`src/rtl/oed_pkg.sv`:
```
`timescale 1ns / 1ps
`default_nettype none

package oed_pkg;

    // parameters per instruction are capped here
    localparam int unsigned MAX_PARAMS = 4;

    // result queue
    localparam int unsigned QDEPTH = 8;
    localparam int unsigned QAW    = 3;
    localparam int unsigned QCW    = 4;
    // one request gives at most this many results
    localparam int unsigned MAX_RES = 3;

    // parameter kinds as reported
    localparam logic [2:0] KIND_NONE = 3'd0;
    localparam logic [2:0] KIND_REG  = 3'd1;
    localparam logic [2:0] KIND_DIR2 = 3'd2;
    localparam logic [2:0] KIND_IND  = 3'd3;
    localparam logic [2:0] KIND_DIR4 = 3'd4;

    // 2-bit fields of the encoding byte
    localparam logic [1:0] FLD_NONE = 2'd0;
    localparam logic [1:0] FLD_DIR  = 2'd2;

    typedef struct packed {
        logic       starts_instruction;
        logic [7:0] byte_value;
        logic       has_encoding;
        logic [2:0] param_count;
        logic       long_direct;
        logic [2:0] fixed_kind;
        logic       opcode_valid;
    } t_in_item;

    typedef struct packed {
        logic [1:0]  slot;
        logic [2:0]  kind;
        logic [31:0] param_value;
        logic [2:0]  used_count;
        logic [4:0]  instr_length;
        logic        has_param;
        logic        last;
    } t_result;

    typedef struct packed {
        logic [1:0]        count;
        t_result [2:0]     res;
    } t_bundle;

    // bytes taken by a parameter of the given kind
    function automatic logic [2:0] kind_size(input logic [2:0] kind);
        logic [2:0] size;
        case (kind)
            KIND_NONE: size = 3'd0;
            KIND_REG:  size = 3'd1;
            KIND_DIR4: size = 3'd4;
            default:   size = 3'd2;
        endcase
        return size;
    endfunction

    function automatic t_result mk_result(input logic [1:0] slot, input logic [2:0] kind,
                                          input logic [31:0] value, input logic has_param);
        t_result r;
        r              = '0;
        r.slot         = slot;
        r.kind         = kind;
        r.param_value  = value;
        r.has_param    = has_param;
        return r;
    endfunction

endpackage

`default_nettype wire

```
`src/rtl/oed_if.sv`:
```
`timescale 1ns / 1ps
`default_nettype none

interface oed_in_if;
    import oed_pkg::*;
    logic     valid;
    logic     ready;
    t_in_item payload;
    modport source (output valid, output payload, input ready);
    modport sink   (input valid, input payload, output ready);
endinterface

interface oed_out_if;
    import oed_pkg::*;
    logic    valid;
    logic    ready;
    t_result payload;
    modport source (output valid, output payload, input ready);
    modport sink   (input valid, input payload, output ready);
endinterface

`default_nettype wire

```
`src/rtl/oed_decode_core.sv`:
```
`timescale 1ns / 1ps
`default_nettype none

module oed_decode_core (
    input  logic              i_clk,
    input  logic              i_rst_n,
    input  logic              i_accept,
    input  oed_pkg::t_in_item i_item,
    output oed_pkg::t_bundle  o_bundle
);
    import oed_pkg::*;

    logic        r_busy,  n_busy;
    logic [7:0]  r_rem,   n_rem;
    logic [2:0]  r_slot,  n_slot;
    logic [2:0]  r_kind,  n_kind;
    logic [2:0]  r_left,  n_left;
    logic [31:0] r_acc,   n_acc;
    logic [4:0]  r_cons,  n_cons;
    logic [2:0]  r_lim,   n_lim;
    logic        r_long,  n_long;

    logic        feed_req;
    logic        adv_req;
    logic        fin_req;
    logic [2:0]  size;
    logic [1:0]  field;
    logic [2:0]  kind;
    logic [1:0]  cnt;
    t_bundle     bundle;

    always_comb begin
        n_busy   = r_busy;
        n_rem    = r_rem;
        n_slot   = r_slot;
        n_kind   = r_kind;
        n_left   = r_left;
        n_acc    = r_acc;
        n_cons   = r_cons;
        n_lim    = r_lim;
        n_long   = r_long;
        feed_req = 1'b0;
        adv_req  = 1'b0;
        fin_req  = 1'b0;
        size     = 3'd0;
        field    = FLD_NONE;
        kind     = KIND_NONE;
        cnt      = 2'd0;
        bundle   = '0;

        if (i_accept) begin
            if (i_item.starts_instruction) begin
                n_busy = 1'b0;
                n_slot = 3'd0;
                n_kind = KIND_NONE;
                n_left = 3'd0;
                n_acc  = '0;
                n_long = i_item.long_direct;
                if (i_item.has_encoding) begin
                    n_rem   = i_item.byte_value;
                    n_lim   = (i_item.param_count > 3'(MAX_PARAMS)) ?
                              3'(MAX_PARAMS) : i_item.param_count;
                    n_cons  = 5'd2;
                    adv_req = 1'b1;
                end else begin
                    n_rem  = 8'd0;
                    n_cons = 5'd1;
                    if (i_item.opcode_valid) begin
                        n_lim  = 3'd1;
                        n_slot = 3'd1;
                        size   = kind_size(i_item.fixed_kind);
                        if (size == 3'd0) begin
                            bundle.res[cnt] = mk_result(2'd0, KIND_NONE, 32'd0, 1'b1);
                            cnt             = cnt + 2'd1;
                            fin_req         = 1'b1;
                        end else begin
                            n_busy   = 1'b1;
                            n_kind   = i_item.fixed_kind;
                            n_left   = size;
                            feed_req = 1'b1;
                        end
                    end else begin
                        n_lim   = 3'd0;
                        fin_req = 1'b1;
                    end
                end
            end else if (r_busy) begin
                feed_req = 1'b1;
            end
        end

        // one parameter byte, big-endian
        if (feed_req) begin
            n_acc  = {n_acc[23:0], i_item.byte_value};
            n_cons = n_cons + 5'd1;
            n_left = n_left - 3'd1;
            if (n_left == 3'd0) begin
                bundle.res[cnt] = mk_result(2'(n_slot - 3'd1), n_kind, n_acc, 1'b1);
                cnt             = cnt + 2'd1;
                n_busy          = 1'b0;
                adv_req         = 1'b1;
            end
        end

        // walk the encoding fields until a parameter needs bytes or decoding ends
        if (adv_req) begin
            for (int it = 0; it < 5; it++) begin
                if (!n_busy && !fin_req) begin
                    if (n_rem == 8'd0 || n_slot >= n_lim || n_slot >= 3'd4) begin
                        fin_req = 1'b1;
                    end else begin
                        case (n_slot[1:0])
                            2'd0: begin
                                field      = n_rem[7:6];
                                n_rem[7:6] = 2'd0;
                            end
                            2'd1: begin
                                field      = n_rem[5:4];
                                n_rem[5:4] = 2'd0;
                            end
                            2'd2: begin
                                field      = n_rem[3:2];
                                n_rem[3:2] = 2'd0;
                            end
                            default: begin
                                field      = n_rem[1:0];
                                n_rem[1:0] = 2'd0;
                            end
                        endcase
                        kind   = (field == FLD_DIR && n_long) ? KIND_DIR4 : {1'b0, field};
                        n_slot = n_slot + 3'd1;
                        size   = kind_size(kind);
                        if (size == 3'd0) begin
                            if (cnt < 2'(MAX_RES)) begin
                                bundle.res[cnt] = mk_result(2'(n_slot - 3'd1), KIND_NONE,
                                                            32'd0, 1'b1);
                                cnt             = cnt + 2'd1;
                            end
                        end else begin
                            n_busy = 1'b1;
                            n_kind = kind;
                            n_left = size;
                            n_acc  = '0;
                        end
                    end
                end
            end
        end

        // mark the final result; an empty instruction still reports once
        if (fin_req) begin
            if (cnt == 2'd0) begin
                bundle.res[cnt] = mk_result(2'd0, KIND_NONE, 32'd0, 1'b0);
                cnt             = 2'd1;
            end
            bundle.res[2'(cnt - 2'd1)].used_count   = n_slot;
            bundle.res[2'(cnt - 2'd1)].instr_length = n_cons;
            bundle.res[2'(cnt - 2'd1)].last         = 1'b1;
            n_busy = 1'b0;
        end

        bundle.count = cnt;
    end

    assign o_bundle = bundle;

    always_ff @(posedge i_clk) begin
        if (!i_rst_n) begin
            r_busy <= 1'b0;
            r_rem  <= '0;
            r_slot <= '0;
            r_kind <= '0;
            r_left <= '0;
            r_acc  <= '0;
            r_cons <= '0;
            r_lim  <= '0;
            r_long <= 1'b0;
        end else begin
            r_busy <= n_busy;
            r_rem  <= n_rem;
            r_slot <= n_slot;
            r_kind <= n_kind;
            r_left <= n_left;
            r_acc  <= n_acc;
            r_cons <= n_cons;
            r_lim  <= n_lim;
            r_long <= n_long;
        end
    end

    a_busy_has_bytes: assert property (@(posedge i_clk) disable iff (!i_rst_n)
        r_busy |-> r_left != 3'd0)
        else $error("decoder busy with no bytes left");

    a_last_ends_decode: assert property (@(posedge i_clk) disable iff (!i_rst_n)
        (i_accept && bundle.count != 2'd0 && bundle.res[2'(bundle.count - 2'd1)].last)
        |=> !r_busy)
        else $error("decoder still busy after final result");

    a_empty_instr_one_result: assert property (@(posedge i_clk) disable iff (!i_rst_n)
        (i_accept && i_item.starts_instruction && !i_item.has_encoding
         && !i_item.opcode_valid) |-> bundle.count == 2'd1)
        else $error("instruction without parameters must give exactly one result");

endmodule

`default_nettype wire

```
`src/rtl/oed_result_fifo.sv`:
```
`timescale 1ns / 1ps
`default_nettype none

module oed_result_fifo (
    input  logic             i_clk,
    input  logic             i_rst_n,
    input  oed_pkg::t_bundle i_push,
    output logic             o_space,
    output logic             o_valid,
    input  logic             i_ready,
    output oed_pkg::t_result o_data
);
    import oed_pkg::*;

    t_result        r_mem [QDEPTH];
    logic [QAW-1:0] r_wr;
    logic [QAW-1:0] r_rd;
    logic [QCW-1:0] r_count;
    logic [QCW-1:0] n_count;
    logic           pop;

    // room for a full bundle must be there before a request is taken
    assign o_space = r_count <= QCW'(QDEPTH - MAX_RES);
    assign o_valid = r_count != '0;
    assign o_data  = r_mem[r_rd];
    assign pop     = o_valid && i_ready;
    assign n_count = r_count + QCW'(i_push.count) - QCW'(pop);

    always_ff @(posedge i_clk) begin
        for (int i = 0; i < MAX_RES; i++) begin
            if (2'(i) < i_push.count) begin
                r_mem[QAW'(r_wr + QAW'(i))] <= i_push.res[i];
            end
        end
    end

    always_ff @(posedge i_clk) begin
        if (!i_rst_n) begin
            r_wr    <= '0;
            r_rd    <= '0;
            r_count <= '0;
        end else begin
            r_wr    <= r_wr + QAW'(i_push.count);
            r_rd    <= r_rd + QAW'(pop);
            r_count <= n_count;
        end
    end

    a_no_overflow: assert property (@(posedge i_clk) disable iff (!i_rst_n)
        r_count <= QCW'(QDEPTH))
        else $error("result queue overflow");

    a_push_needs_room: assert property (@(posedge i_clk) disable iff (!i_rst_n)
        (i_push.count != 2'd0) |-> o_space)
        else $error("results pushed without room");

    a_push_shows_valid: assert property (@(posedge i_clk) disable iff (!i_rst_n)
        (i_push.count != 2'd0) |=> o_valid)
        else $error("pushed result not visible");

endmodule

`default_nettype wire

```
`src/rtl/operand_encoding_decoder.sv`:
```
// Operand decoder for a byte-coded instruction stream.
// Input channel i_in: one instruction byte per request. The first byte after
// the opcode comes with starts_instruction set and the opcode descriptor
// (has_encoding, param_count, long_direct, fixed_kind, opcode_valid).
// Output channel o_out: one result per parameter in slot order; the last
// result of an instruction has last set and carries used_count and
// instr_length. An instruction with no parameters gives one result with
// has_param clear.
// Results of a taken byte leave o_out through an 8-entry result queue. One
// byte is taken per cycle while i_in.ready is high. A byte may complete up
// to three results; these leave through the output port at one per cycle
// while o_out.ready is high, which sets the sustained rate when many
// none-fields are packed together. i_in.ready stays high while at least
// three entries are free, so a stalled receiver stops intake only once
// fewer than three are free. Bytes that arrive with no decode under way are
// dropped. A new starts_instruction byte abandons any unfinished
// instruction. Reset clears the decode state and empties the queue.
`timescale 1ns / 1ps
`default_nettype none

module operand_encoding_decoder (
    input  logic      i_clk,
    input  logic      i_rst_n,
    oed_in_if.sink    i_in,
    oed_out_if.source o_out
);
    import oed_pkg::*;

    logic    space;
    logic    accept;
    t_bundle bundle;

    assign i_in.ready = space;
    assign accept     = i_in.valid && space;

    oed_decode_core u_core (
        .i_clk    (i_clk),
        .i_rst_n  (i_rst_n),
        .i_accept (accept),
        .i_item   (i_in.payload),
        .o_bundle (bundle)
    );

    oed_result_fifo u_fifo (
        .i_clk   (i_clk),
        .i_rst_n (i_rst_n),
        .i_push  (bundle),
        .o_space (space),
        .o_valid (o_out.valid),
        .i_ready (o_out.ready),
        .o_data  (o_out.payload)
    );

endmodule

`default_nettype wire
```
`src/flat_wrapper.sv`:
```
// flat-port wrapper written by rule: the top's interface ports become plain ports
module operand_encoding_decoder_flat import oed_pkg::*;
  (i_clk, i_rst_n, i_in_valid, i_in_payload, i_in_ready, o_out_valid, o_out_payload, o_out_ready);
  oed_in_if i_in_i ();
  oed_out_if o_out_i ();
  input  logic i_clk;
  input  logic i_rst_n;
  input wire logic [$bits(i_in_i.valid)-1:0] i_in_valid;
  input wire logic [$bits(i_in_i.payload)-1:0] i_in_payload;
  output wire logic [$bits(i_in_i.ready)-1:0] i_in_ready;
  output wire logic [$bits(o_out_i.valid)-1:0] o_out_valid;
  output wire logic [$bits(o_out_i.payload)-1:0] o_out_payload;
  input wire logic [$bits(o_out_i.ready)-1:0] o_out_ready;
  assign i_in_i.valid = i_in_valid;
  assign i_in_i.payload = i_in_payload;
  assign i_in_ready = i_in_i.ready;
  assign o_out_valid = o_out_i.valid;
  assign o_out_payload = o_out_i.payload;
  assign o_out_i.ready = o_out_ready;
  operand_encoding_decoder u_core (.i_clk(i_clk), .i_rst_n(i_rst_n), .i_in(i_in_i), .o_out(o_out_i));
endmodule
```
`config.mk`:
```
export PLATFORM = sky130hd
export DESIGN_NAME = operand_encoding_decoder_flat
export DESIGN_NICKNAME = d
export VERILOG_FILES = /design/src/rtl/oed_pkg.sv /design/src/rtl/oed_if.sv /design/src/rtl/oed_decode_core.sv /design/src/rtl/oed_result_fifo.sv /design/src/rtl/operand_encoding_decoder.sv /design/src/flat_wrapper.sv
export SDC_FILE = /design/constraint.sdc
export NUM_CORES = 1
export LEC_CHECK = 0
export BUFFER_PORTS_ARGS = -buffer_cell sky130_fd_sc_hd__buf_2
export CORE_UTILIZATION = 36
export DETAILED_ROUTE_END_ITERATION = 7
export PLACE_DENSITY = 0.56
export SYNTH_ARGS = -nofsm -noshare
export SYNTH_HDL_FRONTEND = slang
export SYNTH_SLANG_ARGS = --single-unit
```
`constraint.sdc`:
```
create_clock -name i_clk -period 33.6 [get_ports i_clk]
set_input_delay 1.68 -clock i_clk [delete_from_list [all_inputs] [get_ports i_clk]]
set_output_delay 1.68 -clock i_clk [all_outputs]
set_load 0.01 [all_outputs]
```
==> out/summary.md <==
* 0.315 — switching part of the total
* 0 — CTS Hold Buffers Added
* 0.214 — total global routing track utilization
* 0 — MaxCap Viol Count
* 102000 um — wire length of the first global-routing pass
* 15800 — number of global-route vias before repair
* u_core.u_fifo.r_mem[4][26] — endpoint of the most critical register-to-register path
* 0 — remaining antenna violation count
* 0.06 ns — CTS clock-pin slew for the worst setup and hold paths
* 0.238 — Slew headroom
* 33.82 ns — required time of the critical path
* 91 — Core Rows
* 64100 um^2 — area of the die
* 41 — worst reg2reg path depth
* 12500 um^2 — Register Area
* 0.59 ns — Skew-Pair Late Insertion Delay
* 22700 um^2 — Post-Synthesis Cell Area
* 0.0211 ns — clock skew
* 14.00 ns — final period demand of the worst path
* 0 — post-CTS setup buffer count
* sky130_fd_sc_hd__edfxtp_1 50%, sky130_fd_sc_hd__mux4_2 9.3%, sky130_fd_sc_hd__nor2_1 7.2% — largest cells by area after synthesis
* 2 — H-tree levels
* 71 — total I/O pin count
* 105 — unique cell type count in the Yosys netlist
* false — unrepaired setup endpoints after global routing
* met5 — top layer reached by signal wires
* u_core.u_fifo.r_mem[4][26] — CP Capture Point
* 68200 um — DRT Wirelength
* 435 x sky130_fd_sc_hd__nor2_1, 376 x sky130_fd_sc_hd__edfxtp_1, 162 x sky130_fd_sc_hd__nand2_1, 94 x sky130_fd_sc_hd__mux4_2, 81 x sky130_fd_sc_hd__a21oi_1 — commonest cells after routing, fill and taps aside
* 0.00864 uW — Leak Pwr
* 7 — first-pass iteration count of the detailed router
* 3820 um — Routed met3 length
* 0 — cells resized by post-CTS repair
* 33 — Max Fanout on Critical Path
* i_in_valid — CP Launch Point
* 0.409 — Flop pwr share
* 1.14 ns — slew at the pin with the worst max-slew slack
* 33800 um — Met2 Routed Length
* 1981 — post-synth net total
* 0.325 — relative contribution of the clock network to total power
* sky130_fd_sc_hd__edfxtp_1 — library cell with the largest summed area after synthesis
* 0 — number of slew-limit violations in the final report
* finished, final reports clean — run status
* 0 — count of yosys warnings during synthesis
* 0.551 — Seq/Total Area, Yosys
* 253 um — chip width
* 0 — number of failing setup endpoints in the final timing report
* 68 — largest net degree at the start of global routing
* 0 ns — Total Neg Setup Slack
* 0.417 — final worst path period share
* 1477 — number of DRC markers in iteration 0
* simple AND/OR/NAND/NOR gates — cell class contributing the biggest share of worst-path delay
* 2820 — Final Instance Count excl. Fillers
* 0 — FFs w/ async S/R, synth
* flip-flop — critical path capture point type
* u_core.u_fifo.r_count[3] — Worst R2R Start
* sky130_fd_sc_hd__o32ai_2 — Max stage delay cell, worst path
* 20.06 ns — register-to-register path setup slack
* 1921 — Synth Instances
* yes — CTS tree
* 71.4 MHz — maximum achievable frequency
* 3 — maximum clock path buffer count
* 437 — Synth Register Bits
* flip-flop to flip-flop — type of the tightest min-delay check
* 0.912 — weighted congestion reported at the end of routability-driven placement
* 0 — antenna diode count
* sky130_fd_sc_hd__ha_1 — library cell appearing most often on the critical path
* 491 uW — switching power
* 11.8 um^2 — synthesized area divided by synthesized cell count
* 0 — hold violation total from the final report
* 0.497 — share of the synthesized area in the top cell type
* sky130_fd_sc_hd__clkbuf_16 — Clk Tree Root Cell
* 11.2% — area added between synthesis and finish
* 4 — combined buffer and inverter count along the critical path
* input port — startpoint type of the worst setup path
* 0 — remaining design rule violation count
* 1070 uW — internal power
* 437 — # clock sinks
* 47 — CTS Buf Count
* 9490 um^2 — area taken by multi-input logic gates
* 1 — initial antenna violation count
* 2 — number of cells traversed by the worst hold path
* 40 — number of stages on the worst setup path
* 70 — quantity of I/O buffers inserted on ports
* 2008 — layout net count
* 61.7 nW/um^2 — total power per unit cell area
* sky130_fd_sc_hd__nor2_1 — most frequent standard cell in the layout excluding fill and tap cells
* 62100 um^2 — Floorplan Core Area
* 5938 — Layout fillers
* 0.85 ns — Slowest Stage Delay on Critical Path
* 376 — Post-synth EDFFs
* 28400 um — wire length the detailed router placed on met1
* 0.366 — starting density of the core
* 15900 — via count
* 14.22 ns — worst endpoint data arrival time
* 23800 um^2 — placed instance area
* 0.407 — Layout Utilization
* 0.194 — fraction of layout instances using a drive strength above 1
* 0 — overflow left after global routing
* 24.2 um — post-DR wirelength/cell
* sky130_fd_sc_hd__edfxtp_1 — Most used DFF post-synth
* 2736 — post-placement cell count
* 0.266 — Logic pwr share
* input port to flip-flop — class of the most critical setup path
* 5.64 — per-cell via count in the routed design
* 36.1 uV — IR Drop Worst-Case VDD
* 44000 um — post-DP HPWL
* 253 um — die boundary height
* 25300 um^2 — design area
area by class of cell:
cell class,count,share of cell area
Inverter,50,0.00743
Multi-Input combinational cell,1321,0.376
Tap cell,837,0.0415
Timing Repair Buffer,91,0.0201
Clock buffer,59,0.0496
Clock inverter,25,0.00991
Sequential cell,437,0.496
worst reg2reg max path, delay by kind of cell, from the launching register on:
kind / cells / cell delay (ns)
compound gates: 9 / 3.07
fa+ha+maj: 7 / 1.79
buf+inv: 4 / 0.92
flops: 1 / 0.31
mux: 3 / 1.55
simple gates: 18 / 5.50
sequential cells by signal, indices dropped and copies added (netlist names):
| register | count |
|---|---|
| u_core.u_core.r_acc | 24 |
| u_core.u_core.r_long | 1 |
| u_core.u_fifo.r_wr | 3 |
| u_core.u_fifo.r_rd | 3 |
| u_core.u_core.r_lim | 3 |
| u_core.u_core.r_left | 3 |
| u_core.u_fifo.r_mem | 376 |
| u_core.u_core.r_cons | 5 |
| u_core.u_core.r_rem | 8 |
| u_core.u_core.r_kind | 3 |
| u_core.u_core.r_busy | 1 |
| u_core.u_core.r_slot | 3 |
| u_core.u_fifo.r_count | 4 |
per-stage QoR:
stage / hold slack (ns) / total power, uW / setup WS [ns]
final: 0.471 / 1560 / 19.60
after global routing: 0.488 / 1620 / 18.77
after CTS: 0.471 / 1580 / 19.71
after detailed placement: 0.461 / 1070 / 19.08
after global placement: 0.461 / 1070 / 19.42
after floorplan: 0.441 / 936 / 19.54
metal layers:
metal	vias to the layer above	GRT usage
li1	7158	-
met1	8070	0.278
met2	563	0.368
met3	108	0.0244
met4	2	0.0758
met5	-	0
cells in the mapped netlist (all sizes together) (4+ instances only):
| library cell | instances |
|---|---|
| a31oi | 27 |
| xor2 | 4 |
| xnor2 | 14 |
| nor3 | 37 |
| ha | 36 |
| o31ai | 11 |
| a22o | 4 |
| clkbuf | 50 |
| mux2i | 32 |
| o21ai | 57 |
| nand4 | 9 |
| o21a | 10 |
| mux2 | 54 |
| o2bb2ai | 4 |
| nand2b | 6 |
| edfxtp | 376 |
| a31o | 5 |
| dfxtp | 61 |
| nor4 | 7 |
| a21oi | 93 |
| or3 | 6 |
| a211oi | 10 |
| o211ai | 8 |
| a21o | 14 |
| inv | 49 |
| nor2 | 438 |
| o2111ai | 4 |
| a21boi | 7 |
| or4 | 4 |
| and2 | 16 |
| buf | 63 |
| nor2b | 8 |
| mux4 | 94 |
| and3 | 21 |
| nand2 | 168 |
| nand3 | 37 |
| a22oi | 7 |
worst min-delay path by stage:
stage          slack (ns)                    start                       to
4_1_cts              0.47  u_core.u_core.r_acc[18]  u_core.u_core.r_acc[18]
5_1_grt              0.49  u_core.u_core.r_acc[10]  u_core.u_core.r_acc[18]
2_1_floorplan        0.44   u_core.u_core.r_acc[2]  u_core.u_core.r_acc[10]
6_report             0.47  u_core.u_core.r_acc[16]  u_core.u_core.r_acc[16]
3_3_place_gp         0.46  u_core.u_core.r_acc[18]  u_core.u_core.r_acc[18]
3_5_place_dp         0.46  u_core.u_core.r_acc[18]  u_core.u_core.r_acc[18]
power by group through the flow:
stage,Combinational (uW),Sequential (uW),Clock [uW]
CTS,421,638,517
finish,415,637,507
global placement,418,648,0
detailed placement,419,649,0
floorplan,303,632,0
global route,447,640,535
logic make-up after synthesis:
kind of cell | after synthesis | share of synthesized area
AND/OR/NAND/NOR | 775 | 0.152
XOR/XNOR | 18 | 0.00810
flip-flops | 437 | 0.551
multiplexers | 180 | 0.135
buffers and inverters | 163 | 0.0338
AO/OA/AOI/OAI | 308 | 0.0969
adder cells (fa/ha/maj) | 40 | 0.0225
No activity file was read; power rests on OpenSTA's default activity.
